## src/hw/rtl/ptt_pkg.sv

```systemverilog
// ----------------------------------------------------------------------------
// Timer slot table package
// Shared types, codes and widths of the periodic and one-shot timer table.
// ----------------------------------------------------------------------------
package ptt_pkg;

  // Default number of timer slots.
  localparam int unsigned SlotsDefault = 16;

  // Field widths of the stream beats.
  localparam int unsigned OpW      = 2;
  localparam int unsigned ElapsedW = 32;
  localparam int unsigned DelayW   = 40;
  localparam int unsigned PeriodW  = 40;
  localparam int unsigned TargetW  = 4;
  localparam int unsigned EventW   = 3;
  localparam int unsigned SlotW    = 4;
  localparam int unsigned CountW   = 16;

  // Remaining delay is held signed, two bits wider than an added delay.
  localparam int unsigned RemW = 42;

  // The catch-up deficit never exceeds 2^32; it is held in 33 bits.
  localparam int unsigned DefW      = ElapsedW + 1;
  localparam int unsigned DivSteps  = DefW;
  localparam int unsigned DivCntW   = $clog2(DivSteps + 1);

  localparam int unsigned InDataW  = 120;
  localparam int unsigned OutDataW = 24;

  // Operation codes of an input beat.
  typedef enum logic [OpW-1:0] {
    OpTick        = 2'd0,
    OpAddOneshot  = 2'd1,
    OpAddPeriodic = 2'd2,
    OpCancel      = 2'd3
  } op_e;

  // Event codes of a result beat.
  typedef enum logic [EventW-1:0] {
    EvAdded     = 3'd0,
    EvFull      = 3'd1,
    EvCancelled = 3'd2,
    EvWasFree   = 3'd3,
    EvOneshot   = 3'd4,
    EvPeriodic  = 3'd5,
    EvNone      = 3'd6
  } event_e;

  // Sequencer states.
  typedef enum logic [2:0] {
    StIdle,
    StRead,
    StEval,
    StDiv,
    StDivEnd,
    StPush,
    StFlush
  } state_e;

  // One result, without its last flag.
  typedef struct packed {
    event_e            ev;
    logic [SlotW-1:0]  slot;
    logic [CountW-1:0] cnt;
  } res_t;

  // One entry of the slot memory.
  typedef struct packed {
    logic                   periodic;
    logic signed [RemW-1:0] delay;
    logic [PeriodW-1:0]     period;
  } entry_t;

endpackage

```

## src/hw/rtl/periodic_and_oneshot_timer_table_unit.sv

```systemverilog
// ----------------------------------------------------------------------------
// Periodic and one-shot timer table
// A table of timer slots kept in a synchronous memory, with add, cancel and
// tick operations and a bit-serial divider for periodic catch-up.
// ----------------------------------------------------------------------------
// The block takes one operation beat at a time and answers with one or more
// result beats, the last of which carries tlast. An add or a cancel is taken
// in the idle state and answered from the flush state. A tick walks the slot
// memory twice, first for one-shot slots and then for periodic ones, with a
// read and an evaluation state per slot and pass (one registered read port).
// A firing one-shot slot adds a push state; a firing periodic slot adds the
// divide, divide-end and push states, as its catch-up count comes from a
// restoring divider that retires one quotient bit per cycle, one per bit of
// the 33-bit deficit. A stalled result output holds the push and flush states
// until it drains. Valid bits live in flip-flops and are cleared by reset at
// once, so there is no clearing pass; the memory contents of a free slot may
// be read during a tick but are never used. Each slot is read, modified and
// written back before the next read, so accesses to one entry never overlap.
// ----------------------------------------------------------------------------
module periodic_and_oneshot_timer_table_unit #(
  parameter int unsigned SLOTS = ptt_pkg::SlotsDefault
) (
  input  logic                          clk_i,
  input  logic                          rst_ni,
  // Fields from bit 0 up: operation, elapsed_time, initial_delay,
  // repeat_period, target_slot, zero padding.
  input  logic [ptt_pkg::InDataW-1:0]   s_axis_tdata,
  input  logic                          s_axis_tvalid,
  output logic                          s_axis_tready,
  // Fields from bit 0 up: event_res, slot_index, fire_count, zero padding.
  output logic [ptt_pkg::OutDataW-1:0]  m_axis_tdata,
  output logic                          m_axis_tlast,
  output logic                          m_axis_tvalid,
  input  logic                          m_axis_tready
);

  localparam int unsigned IdxW = (SLOTS > 1) ? $clog2(SLOTS) : 1;
  localparam int unsigned RemW = ptt_pkg::RemW;
  localparam int unsigned DefW = ptt_pkg::DefW;
  localparam int unsigned PerW = ptt_pkg::PeriodW;

  // Input field unpacking.
  ptt_pkg::op_e                    in_op;
  logic [ptt_pkg::ElapsedW-1:0]    in_elapsed;
  logic [ptt_pkg::DelayW-1:0]      in_delay;
  logic [PerW-1:0]                 in_period;
  logic [ptt_pkg::TargetW-1:0]     in_target;

  assign in_op      = ptt_pkg::op_e'(s_axis_tdata[1:0]);
  assign in_elapsed = s_axis_tdata[33:2];
  assign in_delay   = s_axis_tdata[73:34];
  assign in_period  = s_axis_tdata[113:74];
  assign in_target  = s_axis_tdata[117:114];

  // Registers.
  ptt_pkg::state_e               state_q, state_d;
  logic [SLOTS-1:0]              valid_q, valid_d;
  logic [IdxW-1:0]               idx_q, idx_d;
  logic                          pass_q, pass_d;
  logic [ptt_pkg::ElapsedW-1:0]  elapsed_q, elapsed_d;
  logic                          hold_v_q, hold_v_d;
  ptt_pkg::res_t                 hold_q, hold_d;
  ptt_pkg::res_t                 cand_q, cand_d;
  logic [DefW-1:0]               dvd_q, dvd_d;
  logic [PerW-1:0]               rem_q, rem_d;
  logic [PerW-1:0]               div_p_q, div_p_d;
  logic [ptt_pkg::DivCntW-1:0]   cnt_q, cnt_d;
  logic                          out_v_q, out_v_d;
  ptt_pkg::res_t                 out_q, out_d;
  logic                          out_last_q, out_last_d;

  // Slot memory and its registered read data.
  ptt_pkg::entry_t               mem_q [SLOTS];
  ptt_pkg::entry_t               rd_q;
  logic                          wr_en;
  logic [IdxW-1:0]               wr_addr;
  ptt_pkg::entry_t               wr_data;
  logic                          rd_en;

  // Result output register: free when empty or being drained.
  logic out_free;
  assign out_free = !out_v_q || m_axis_tready;

  // Lowest free slot.
  logic            free_found;
  logic [IdxW-1:0] free_idx;

  always_comb begin
    free_found = 1'b0;
    free_idx   = '0;
    for (int i = SLOTS - 1; i >= 0; i--) begin
      if (!valid_q[i]) begin
        free_found = 1'b1;
        free_idx   = IdxW'(i);
      end
    end
  end

  // Cancel target check.
  logic            tgt_in_range;
  logic [IdxW-1:0] tgt_idx;
  logic            tgt_valid;

  assign tgt_in_range = {3'b000, in_target} < 7'(SLOTS);
  assign tgt_idx      = IdxW'(in_target);
  assign tgt_valid    = tgt_in_range && valid_q[tgt_idx];

  // Evaluation of the slot just read.
  logic signed [RemW-1:0] new_delay;
  logic [RemW-1:0]        neg_delay;
  logic                   slot_match;
  logic                   slot_fires;

  assign new_delay  = rd_q.delay - $signed({{(RemW - ptt_pkg::ElapsedW){1'b0}}, elapsed_q});
  assign neg_delay  = RemW'(0) - new_delay;
  assign slot_match = valid_q[idx_q] && (rd_q.periodic == pass_q);
  assign slot_fires = new_delay[RemW-1] || (new_delay == '0);

  // One restoring division step.
  logic [PerW:0] rem_sh;
  logic          div_ge;
  logic [PerW:0] rem_sub;

  assign rem_sh  = {rem_q, dvd_q[DefW-1]};
  assign div_ge  = rem_sh >= {1'b0, div_p_q};
  assign rem_sub = rem_sh - {1'b0, div_p_q};

  // Catch-up result: new delay is period minus remainder, count is quotient
  // plus one, saturated.
  logic [PerW-1:0]            catch_delay;
  logic [ptt_pkg::CountW-1:0] catch_cnt;

  assign catch_delay = div_p_q - rem_q;
  assign catch_cnt   = (dvd_q >= DefW'(65535)) ? 16'hFFFF : 16'(dvd_q + DefW'(1));

  // Move on to the next slot, the next pass or the final flush.
  ptt_pkg::state_e adv_state;
  logic [IdxW-1:0] adv_idx;
  logic            adv_pass;

  always_comb begin
    adv_state = ptt_pkg::StRead;
    adv_idx   = idx_q + IdxW'(1);
    adv_pass  = pass_q;
    if (idx_q == IdxW'(SLOTS - 1)) begin
      adv_idx = '0;
      if (!pass_q) begin
        adv_pass = 1'b1;
      end else begin
        adv_state = ptt_pkg::StFlush;
      end
    end
  end

  // Next-state logic.
  always_comb begin
    state_d = state_q;
    case (state_q)
      ptt_pkg::StIdle: begin
        if (s_axis_tvalid) begin
          state_d = (in_op == ptt_pkg::OpTick) ? ptt_pkg::StRead : ptt_pkg::StFlush;
        end
      end
      ptt_pkg::StRead: begin
        state_d = ptt_pkg::StEval;
      end
      ptt_pkg::StEval: begin
        if (!slot_match || !slot_fires) begin
          state_d = adv_state;
        end else if (!pass_q) begin
          state_d = ptt_pkg::StPush;
        end else begin
          state_d = ptt_pkg::StDiv;
        end
      end
      ptt_pkg::StDiv: begin
        if (cnt_q == ptt_pkg::DivCntW'(ptt_pkg::DivSteps - 1)) begin
          state_d = ptt_pkg::StDivEnd;
        end
      end
      ptt_pkg::StDivEnd: begin
        state_d = ptt_pkg::StPush;
      end
      ptt_pkg::StPush: begin
        if (!hold_v_q || out_free) begin
          state_d = adv_state;
        end
      end
      ptt_pkg::StFlush: begin
        if (out_free) begin
          state_d = ptt_pkg::StIdle;
        end
      end
      default: begin
        state_d = ptt_pkg::StIdle;
      end
    endcase
  end

  // Datapath and output logic.
  always_comb begin
    s_axis_tready = 1'b0;
    valid_d    = valid_q;
    idx_d      = idx_q;
    pass_d     = pass_q;
    elapsed_d  = elapsed_q;
    hold_v_d   = hold_v_q;
    hold_d     = hold_q;
    cand_d     = cand_q;
    dvd_d      = dvd_q;
    rem_d      = rem_q;
    div_p_d    = div_p_q;
    cnt_d      = cnt_q;
    out_v_d    = out_v_q && !m_axis_tready;
    out_d      = out_q;
    out_last_d = out_last_q;
    wr_en      = 1'b0;
    wr_addr    = idx_q;
    wr_data    = rd_q;
    rd_en      = 1'b0;

    case (state_q)
      ptt_pkg::StIdle: begin
        s_axis_tready = 1'b1;
        if (s_axis_tvalid) begin
          case (in_op)
            ptt_pkg::OpAddOneshot, ptt_pkg::OpAddPeriodic: begin
              hold_v_d = 1'b1;
              if (free_found) begin
                wr_en            = 1'b1;
                wr_addr          = free_idx;
                wr_data.periodic = (in_op == ptt_pkg::OpAddPeriodic);
                wr_data.delay    = $signed({2'b00, in_delay});
                if (in_op == ptt_pkg::OpAddPeriodic) begin
                  // A zero period is kept as one so that catch-up ends.
                  wr_data.period = (in_period == '0) ? PerW'(1) : in_period;
                end else begin
                  wr_data.period = '0;
                end
                valid_d[free_idx] = 1'b1;
                hold_d = '{ev: ptt_pkg::EvAdded, slot: 4'(free_idx), cnt: '0};
              end else begin
                hold_d = '{ev: ptt_pkg::EvFull, slot: '0, cnt: '0};
              end
            end
            ptt_pkg::OpCancel: begin
              hold_v_d = 1'b1;
              if (tgt_valid) begin
                valid_d[tgt_idx] = 1'b0;
                hold_d = '{ev: ptt_pkg::EvCancelled, slot: in_target, cnt: '0};
              end else begin
                hold_d = '{ev: ptt_pkg::EvWasFree, slot: in_target, cnt: '0};
              end
            end
            default: begin
              elapsed_d = in_elapsed;
              idx_d     = '0;
              pass_d    = 1'b0;
            end
          endcase
        end
      end
      ptt_pkg::StRead: begin
        rd_en = 1'b1;
      end
      ptt_pkg::StEval: begin
        if (!slot_match) begin
          idx_d  = adv_idx;
          pass_d = adv_pass;
        end else if (!slot_fires) begin
          // Still pending: write the reduced delay back.
          wr_en         = 1'b1;
          wr_data.delay = new_delay;
          idx_d         = adv_idx;
          pass_d        = adv_pass;
        end else if (!pass_q) begin
          valid_d[idx_q] = 1'b0;
          cand_d = '{ev: ptt_pkg::EvOneshot, slot: 4'(idx_q), cnt: 16'd1};
        end else begin
          dvd_d   = neg_delay[DefW-1:0];
          rem_d   = '0;
          div_p_d = rd_q.period;
          cnt_d   = '0;
        end
      end
      ptt_pkg::StDiv: begin
        dvd_d = {dvd_q[DefW-2:0], div_ge};
        rem_d = div_ge ? rem_sub[PerW-1:0] : rem_sh[PerW-1:0];
        cnt_d = cnt_q + ptt_pkg::DivCntW'(1);
      end
      ptt_pkg::StDivEnd: begin
        wr_en            = 1'b1;
        wr_data.periodic = 1'b1;
        wr_data.delay    = $signed({2'b00, catch_delay});
        wr_data.period   = div_p_q;
        cand_d = '{ev: ptt_pkg::EvPeriodic, slot: 4'(idx_q), cnt: catch_cnt};
      end
      ptt_pkg::StPush: begin
        // The held result is sent only once a later one proves it not final.
        if (!hold_v_q) begin
          hold_v_d = 1'b1;
          hold_d   = cand_q;
          idx_d    = adv_idx;
          pass_d   = adv_pass;
        end else if (out_free) begin
          out_v_d    = 1'b1;
          out_d      = hold_q;
          out_last_d = 1'b0;
          hold_d     = cand_q;
          idx_d      = adv_idx;
          pass_d     = adv_pass;
        end
      end
      ptt_pkg::StFlush: begin
        if (out_free) begin
          out_v_d    = 1'b1;
          out_d      = hold_v_q ? hold_q : '{ev: ptt_pkg::EvNone, slot: '0, cnt: '0};
          out_last_d = 1'b1;
          hold_v_d   = 1'b0;
        end
      end
      default: begin
      end
    endcase
  end

  // Control registers.
  always_ff @(posedge clk_i or negedge rst_ni) begin
    if (!rst_ni) begin
      state_q  <= ptt_pkg::StIdle;
      valid_q  <= '0;
      idx_q    <= '0;
      pass_q   <= 1'b0;
      hold_v_q <= 1'b0;
      cnt_q    <= '0;
      out_v_q  <= 1'b0;
    end else begin
      state_q  <= state_d;
      valid_q  <= valid_d;
      idx_q    <= idx_d;
      pass_q   <= pass_d;
      hold_v_q <= hold_v_d;
      cnt_q    <= cnt_d;
      out_v_q  <= out_v_d;
    end
  end

  // Payload registers.
  always_ff @(posedge clk_i) begin
    elapsed_q  <= elapsed_d;
    hold_q     <= hold_d;
    cand_q     <= cand_d;
    dvd_q      <= dvd_d;
    rem_q      <= rem_d;
    div_p_q    <= div_p_d;
    out_q      <= out_d;
    out_last_q <= out_last_d;
  end

  // Slot memory with one write and one registered read port.
  always_ff @(posedge clk_i) begin
    if (wr_en) begin
      mem_q[wr_addr] <= wr_data;
    end
    if (rd_en) begin
      rd_q <= mem_q[idx_q];
    end
  end

  // Output beat.
  assign m_axis_tvalid = out_v_q;
  assign m_axis_tlast  = out_last_q;
  assign m_axis_tdata  = {1'b0, out_q.cnt, out_q.slot, out_q.ev};

`ifndef SYNTHESIS
  // Nothing is left held once the block is idle again.
  assert property (@(posedge clk_i) disable iff (!rst_ni)
    (state_q == ptt_pkg::StIdle) |-> !hold_v_q)
    else $error("held result left over in idle");

  // The divider remainder always stays below the period.
  assert property (@(posedge clk_i) disable iff (!rst_ni)
    (state_q == ptt_pkg::StDiv || state_q == ptt_pkg::StDivEnd) |-> (rem_q < div_p_q))
    else $error("divider remainder not below period");

  // A one-shot firing always reports a count of one.
  assert property (@(posedge clk_i) disable iff (!rst_ni)
    (m_axis_tvalid && (m_axis_tdata[2:0] == ptt_pkg::EvOneshot))
      |-> (m_axis_tdata[22:7] == 16'd1))
    else $error("one-shot firing with a count other than one");

  // A nothing-fired result is always the final beat of its tick.
  assert property (@(posedge clk_i) disable iff (!rst_ni)
    (m_axis_tvalid && (m_axis_tdata[2:0] == ptt_pkg::EvNone)) |-> m_axis_tlast)
    else $error("nothing-fired result without tlast");
`endif

endmodule
```

## config.mk

```make
export PLATFORM = sky130hd
export DESIGN_NAME = periodic_and_oneshot_timer_table_unit
export DESIGN_NICKNAME = d
export VERILOG_FILES = /design/src/hw/rtl/ptt_pkg.sv /design/src/hw/rtl/periodic_and_oneshot_timer_table_unit.sv
export SDC_FILE = /design/constraint.sdc
export NUM_CORES = 2
export LEC_CHECK = 0
export ABC_AREA = 0
export BUFFER_PORTS_ARGS = -buffer_cell sky130_fd_sc_hd__buf_4
export CAP_MARGIN = 10
export CORE_AREA = 2 2 543 545
export CTS_CLUSTER_DIAMETER = 200
export CTS_CLUSTER_SIZE = 14
export DETAILED_ROUTE_END_ITERATION = 12
export DIE_AREA = 0 0 545 547
export MAX_ROUTING_LAYER = met4
export PLACE_DENSITY = 0.42
export SLEW_MARGIN = 15
export SYNTH_ARGS = -nofsm -noshare
export SYNTH_HDL_FRONTEND = slang
export SYNTH_SLANG_ARGS = --single-unit
```

## constraint.sdc

```tcl
create_clock -name clk_i -period 12.4 [get_ports clk_i]
set_clock_uncertainty 0.2 [all_clocks]
set_input_delay 1.86 -clock clk_i [delete_from_list [all_inputs] [get_ports clk_i]]
set_output_delay 1.86 -clock clk_i [all_outputs]
set_load 0.02 [all_outputs]
```

==> key figures <==
Synthesis
  • Most frequent cell after synthesis: edfxtp_1
  • Yosys top cell by area: edfxtp_1
  • Synth unique cells: 93
  • Post-synthesis sequential area ratio: 0.682
  • Synthesis-stage register bit count: around 1700
  • Syn Std Cell Area: 72700 um2
  • Mapped Cells: 4299
  • Syn nets: between 4000 and 5000
  • Synth Flop Type: edfxtp_1
  • Commonest cells post-synth: edfxtp_1, mux4_2, a21oi_1
  • Post-synth ARST share: 0.0193
  • Post-synth EDFFs: approximately 1600
  • Syn Area/Cell: between 15 and 20 um2
  • Synth Warn #: 0
  • Synth area leaders: edfxtp_1, mux4_2, ha_1
  • Yosys top cell area share: 0.671

Global routing
  • GRT Resource Usage Total: 0.159
  • Grt met2 use: 0.250
  • GR peak layer: met2
  • Met1 usage: 0.215
  • Pin count of the biggest net entering global routing: 86
  • Vias in the first global route: 41600
  • Overflow left after global routing: 0
  • Met3 Track Usage GR: 0.0181
  • Initial antenna violation count: 13
  • First-pass GRT wire length: 328000 um

Route
  • Starting DRT DRC Count: ~4100
  • Via density: 4.85
  • DRT Wirelength: 233000 um
  • Drt first pass iters: 8
  • WL/cell: between 20 and 30 um
  • Vias: 41100
  • Routed Antenna Nets: 0
  • DRC: 0

Min path
  • HP Start: rd_q[0]
  • Hold endpoint: div_p_q[0]
  • Hold path depth: 0
  • HP Class: flop to flop

Finish
  • Fillers: 29100
  • Share of cells above drive strength 1: 0.206
  • Final nets: 4769
  • Reg area: 49600 um2
  • Multi-input gate area: 22000 um2
  • Area Overhead vs Synth: 14.3%

Clocking
  • Clock sink total: 1656
  • Longest Clk Path Bufs: 4
  • Hold Buf Count CTS: 0
  • Clock slew at reported path FFs: 0.09 ns
  • Post-CTS Setup Inserts: 0
  • Cts repair resizes: 0
  • CTS root buffer: clkbuf_16
  • Clock Latency Late Sink: 0.83 ns
  • CTS H-tree lvls: 4
  • CTS tree: built
  • TritonCTS Buffers: 144

Floorplan
  • Core area: 293000 um2
  • Rows: 199
  • Starting Density: 0.248
  • Num ports: 151
  • Die span in x: 545 um
  • DIE HEIGHT: ~550 um
  • DIE AREA: 298000 um2

Flow run
  • Maxcap violations: 0

Timing
  • Final min period: 8.03 ns
  • Max-slew violation count: 0
  • Slew Limit Headroom: 0.203
  • Period utilization: 0.647
  • Final setup vio count: 0
  • Max Fclk: 125 MHz
  • Final Hold Viols: 0
  • Actual slew at the worst max-slew pin: roughly 1.2 ns
  • Setup TNS: 0 ns
  • RSZ-0062 raised after global routing: false
  • Hold slack: 0.249 ns

Power
  • Switching share of power: 0.348
  • Clk pwr share: 0.217
  • Leak Pwr: 26.4 nW
  • Pwr/cell area: between 200 and 250 nW/um2
  • Sw power: 6.66 mW
  • Reg power frac: 0.447
  • Comb power frac: 0.336
  • Maximum vdd drop: 183 uV
  • Int Power: 12.5 mW

Place
  • Number of port buffers: 147
  • HPWL after DPL: 146000 um
  • Placer's final routability congestion estimate: 0.887

Critical path
  • Reg2Reg Launch Point: rd_q[50]
  • Critical path required time: ~13 ns
  • Reg2Reg Depth: 15
  • Startpoint type of the worst setup path: flop
  • CP Class: flop to flop
  • Reg-to-reg slack, setup: about 4.4 ns
  • CP Capture Type: flop
  • Worst Path Arrival: between 8 and 9 ns
  • Worst r2r dst: mem_q[14][49]
  • Worst Path Max Fanout: 41

Run status
  • Status: finished, final reports clean
power by group through the flow:
| stage | Clock, mW | Combinational [mW] | Sequential, mW |
|---|---|---|---|
| 2_1_floorplan | 0 | 3.86 | 8.57 |
| 3_3_place_gp | 0 | 6.36 | 8.66 |
| 3_5_place_dp | 0 | 6.42 | 8.67 |
| 4_1_cts | 4.31 | 6.45 | 8.56 |
| 5_1_grt | 4.48 | 6.92 | 8.61 |
| 6_report | 4.16 | 6.44 | 8.55 |
critical path: stages, from the launching register on:
cell	delay, ns
edfxtp_1	0.48
ha_1	0.46
a21oi_1	0.33
o22ai_1	0.17
o41ai_1	0.39
a311o_1	0.29
nand2_1	0.17
a311o_1	0.42
o31a_1	0.28
nor3_2	0.52
o21ai_4	0.11
a21oi_1	0.85
nand3_1	0.59
nor2_4	0.55
buf_4	0.99
buf_4	0.78
worst max-delay path by stage:
stage,start,endpoint,slack [ns]
after floorplan,rd_q[50],mem_q[11][0],4.81
after global placement,rd_q[50],mem_q[14][54],4.46
after detailed placement,rd_q[50],mem_q[12][54],4.43
after CTS,rd_q[51],mem_q[12][54],4.38
after global routing,rd_q[50],mem_q[14][49],3.83
final,rd_q[50],mem_q[14][49],4.37
logic make-up (layout without fill, tap and decap cells):
family / Yosys count / in the layout / share of synthesized area
fa+ha+maj: 126 / 126 / 0.0220
compound gates: 777 / 777 / 0.0702
mux: 474 / 474 / 0.139
buf+inv: 369 / 611 / 0.0194
xor+xnor: 134 / 134 / 0.0162
flops: 1656 / 1656 / 0.682
simple gates: 762 / 762 / 0.0516
other cells: 1 / 3 / 0.0000516
registers in the layout (all words and copies together) (netlist names), 3 cells and up:
register,flops
div_p_q,40
cnt_q,6
rem_q,40
idx_q,4
state_q,3
elapsed_q,32
dvd_q,33
m_axis_tdata,23
mem_q,1328
valid_q,16
hold_q,23
cand_q,21
rd_q,83
placed cells by master, fill, tap and decap left out, types with 17 or more instances in the layout:
cell type | Yosys | layout
a222oi_1 | 19 | 19
dfrtp_1 | 32 | 27
nor4_1 | 25 | 24
buf_4 | 4 | 263
edfxtp_1 | 1624 | 1624
nand2_1 | 194 | 193
nand2b_1 | 31 | 31
o21a_1 | 22 | 22
a22oi_1 | 49 | 49
nor2b_1 | 49 | 49
o31ai_1 | 17 | 17
a21o_1 | 65 | 65
xor2_1 | 50 | 50
nor2_4 | 0 | 18
and3_1 | 23 | 21
mux4_2 | 425 | 425
o211ai_1 | 20 | 20
nor2_1 | 218 | 195
o21ai_1 | 21 | 21
nor3_1 | 41 | 38
a21oi_1 | 222 | 220
mux2i_1 | 46 | 46
o21ai_0 | 139 | 133
clkbuf_16 | 0 | 148
nand3_1 | 50 | 48
ha_1 | 123 | 123
a211oi_1 | 27 | 26
and2_1 | 34 | 34
xnor2_1 | 84 | 84
inv_1 | 168 | 167
a31oi_1 | 27 | 26
nand4_1 | 23 | 23
or3_1 | 17 | 17
cell type report:
cell class | count | area share
clock inverter | 4 | 0.000889
sequential | 1656 | 0.597
timing repair buffer | 272 | 0.0258
antenna | 2 | 0.0000602
tap | 3919 | 0.0590
multi-input combinational | 2274 | 0.264
inverter | 171 | 0.00773
clock buffer | 164 | 0.0453
metrics by stage:
step	worst slack (ns)	util	total power [mW]	area (um2)	instances
after floorplan	4.81	-	12.4	72700	4299
after global routing	3.83	0.284	20.0	83100	8461
after detailed placement	4.43	0.271	15.1	79200	8291
after global placement	4.46	0.271	15.0	79200	8291
final	4.37	0.284	19.1	83100	8462
after CTS	4.38	0.284	19.3	83000	8459
per-layer routing:
metal,up-vias,share of wire
li1,17700,-
met1,21900,0.45
met2,1178,0.48
met3,282,0.046
met4,0,0.031
met5,-,0
No activity file was read; power rests on OpenSTA's default activity.
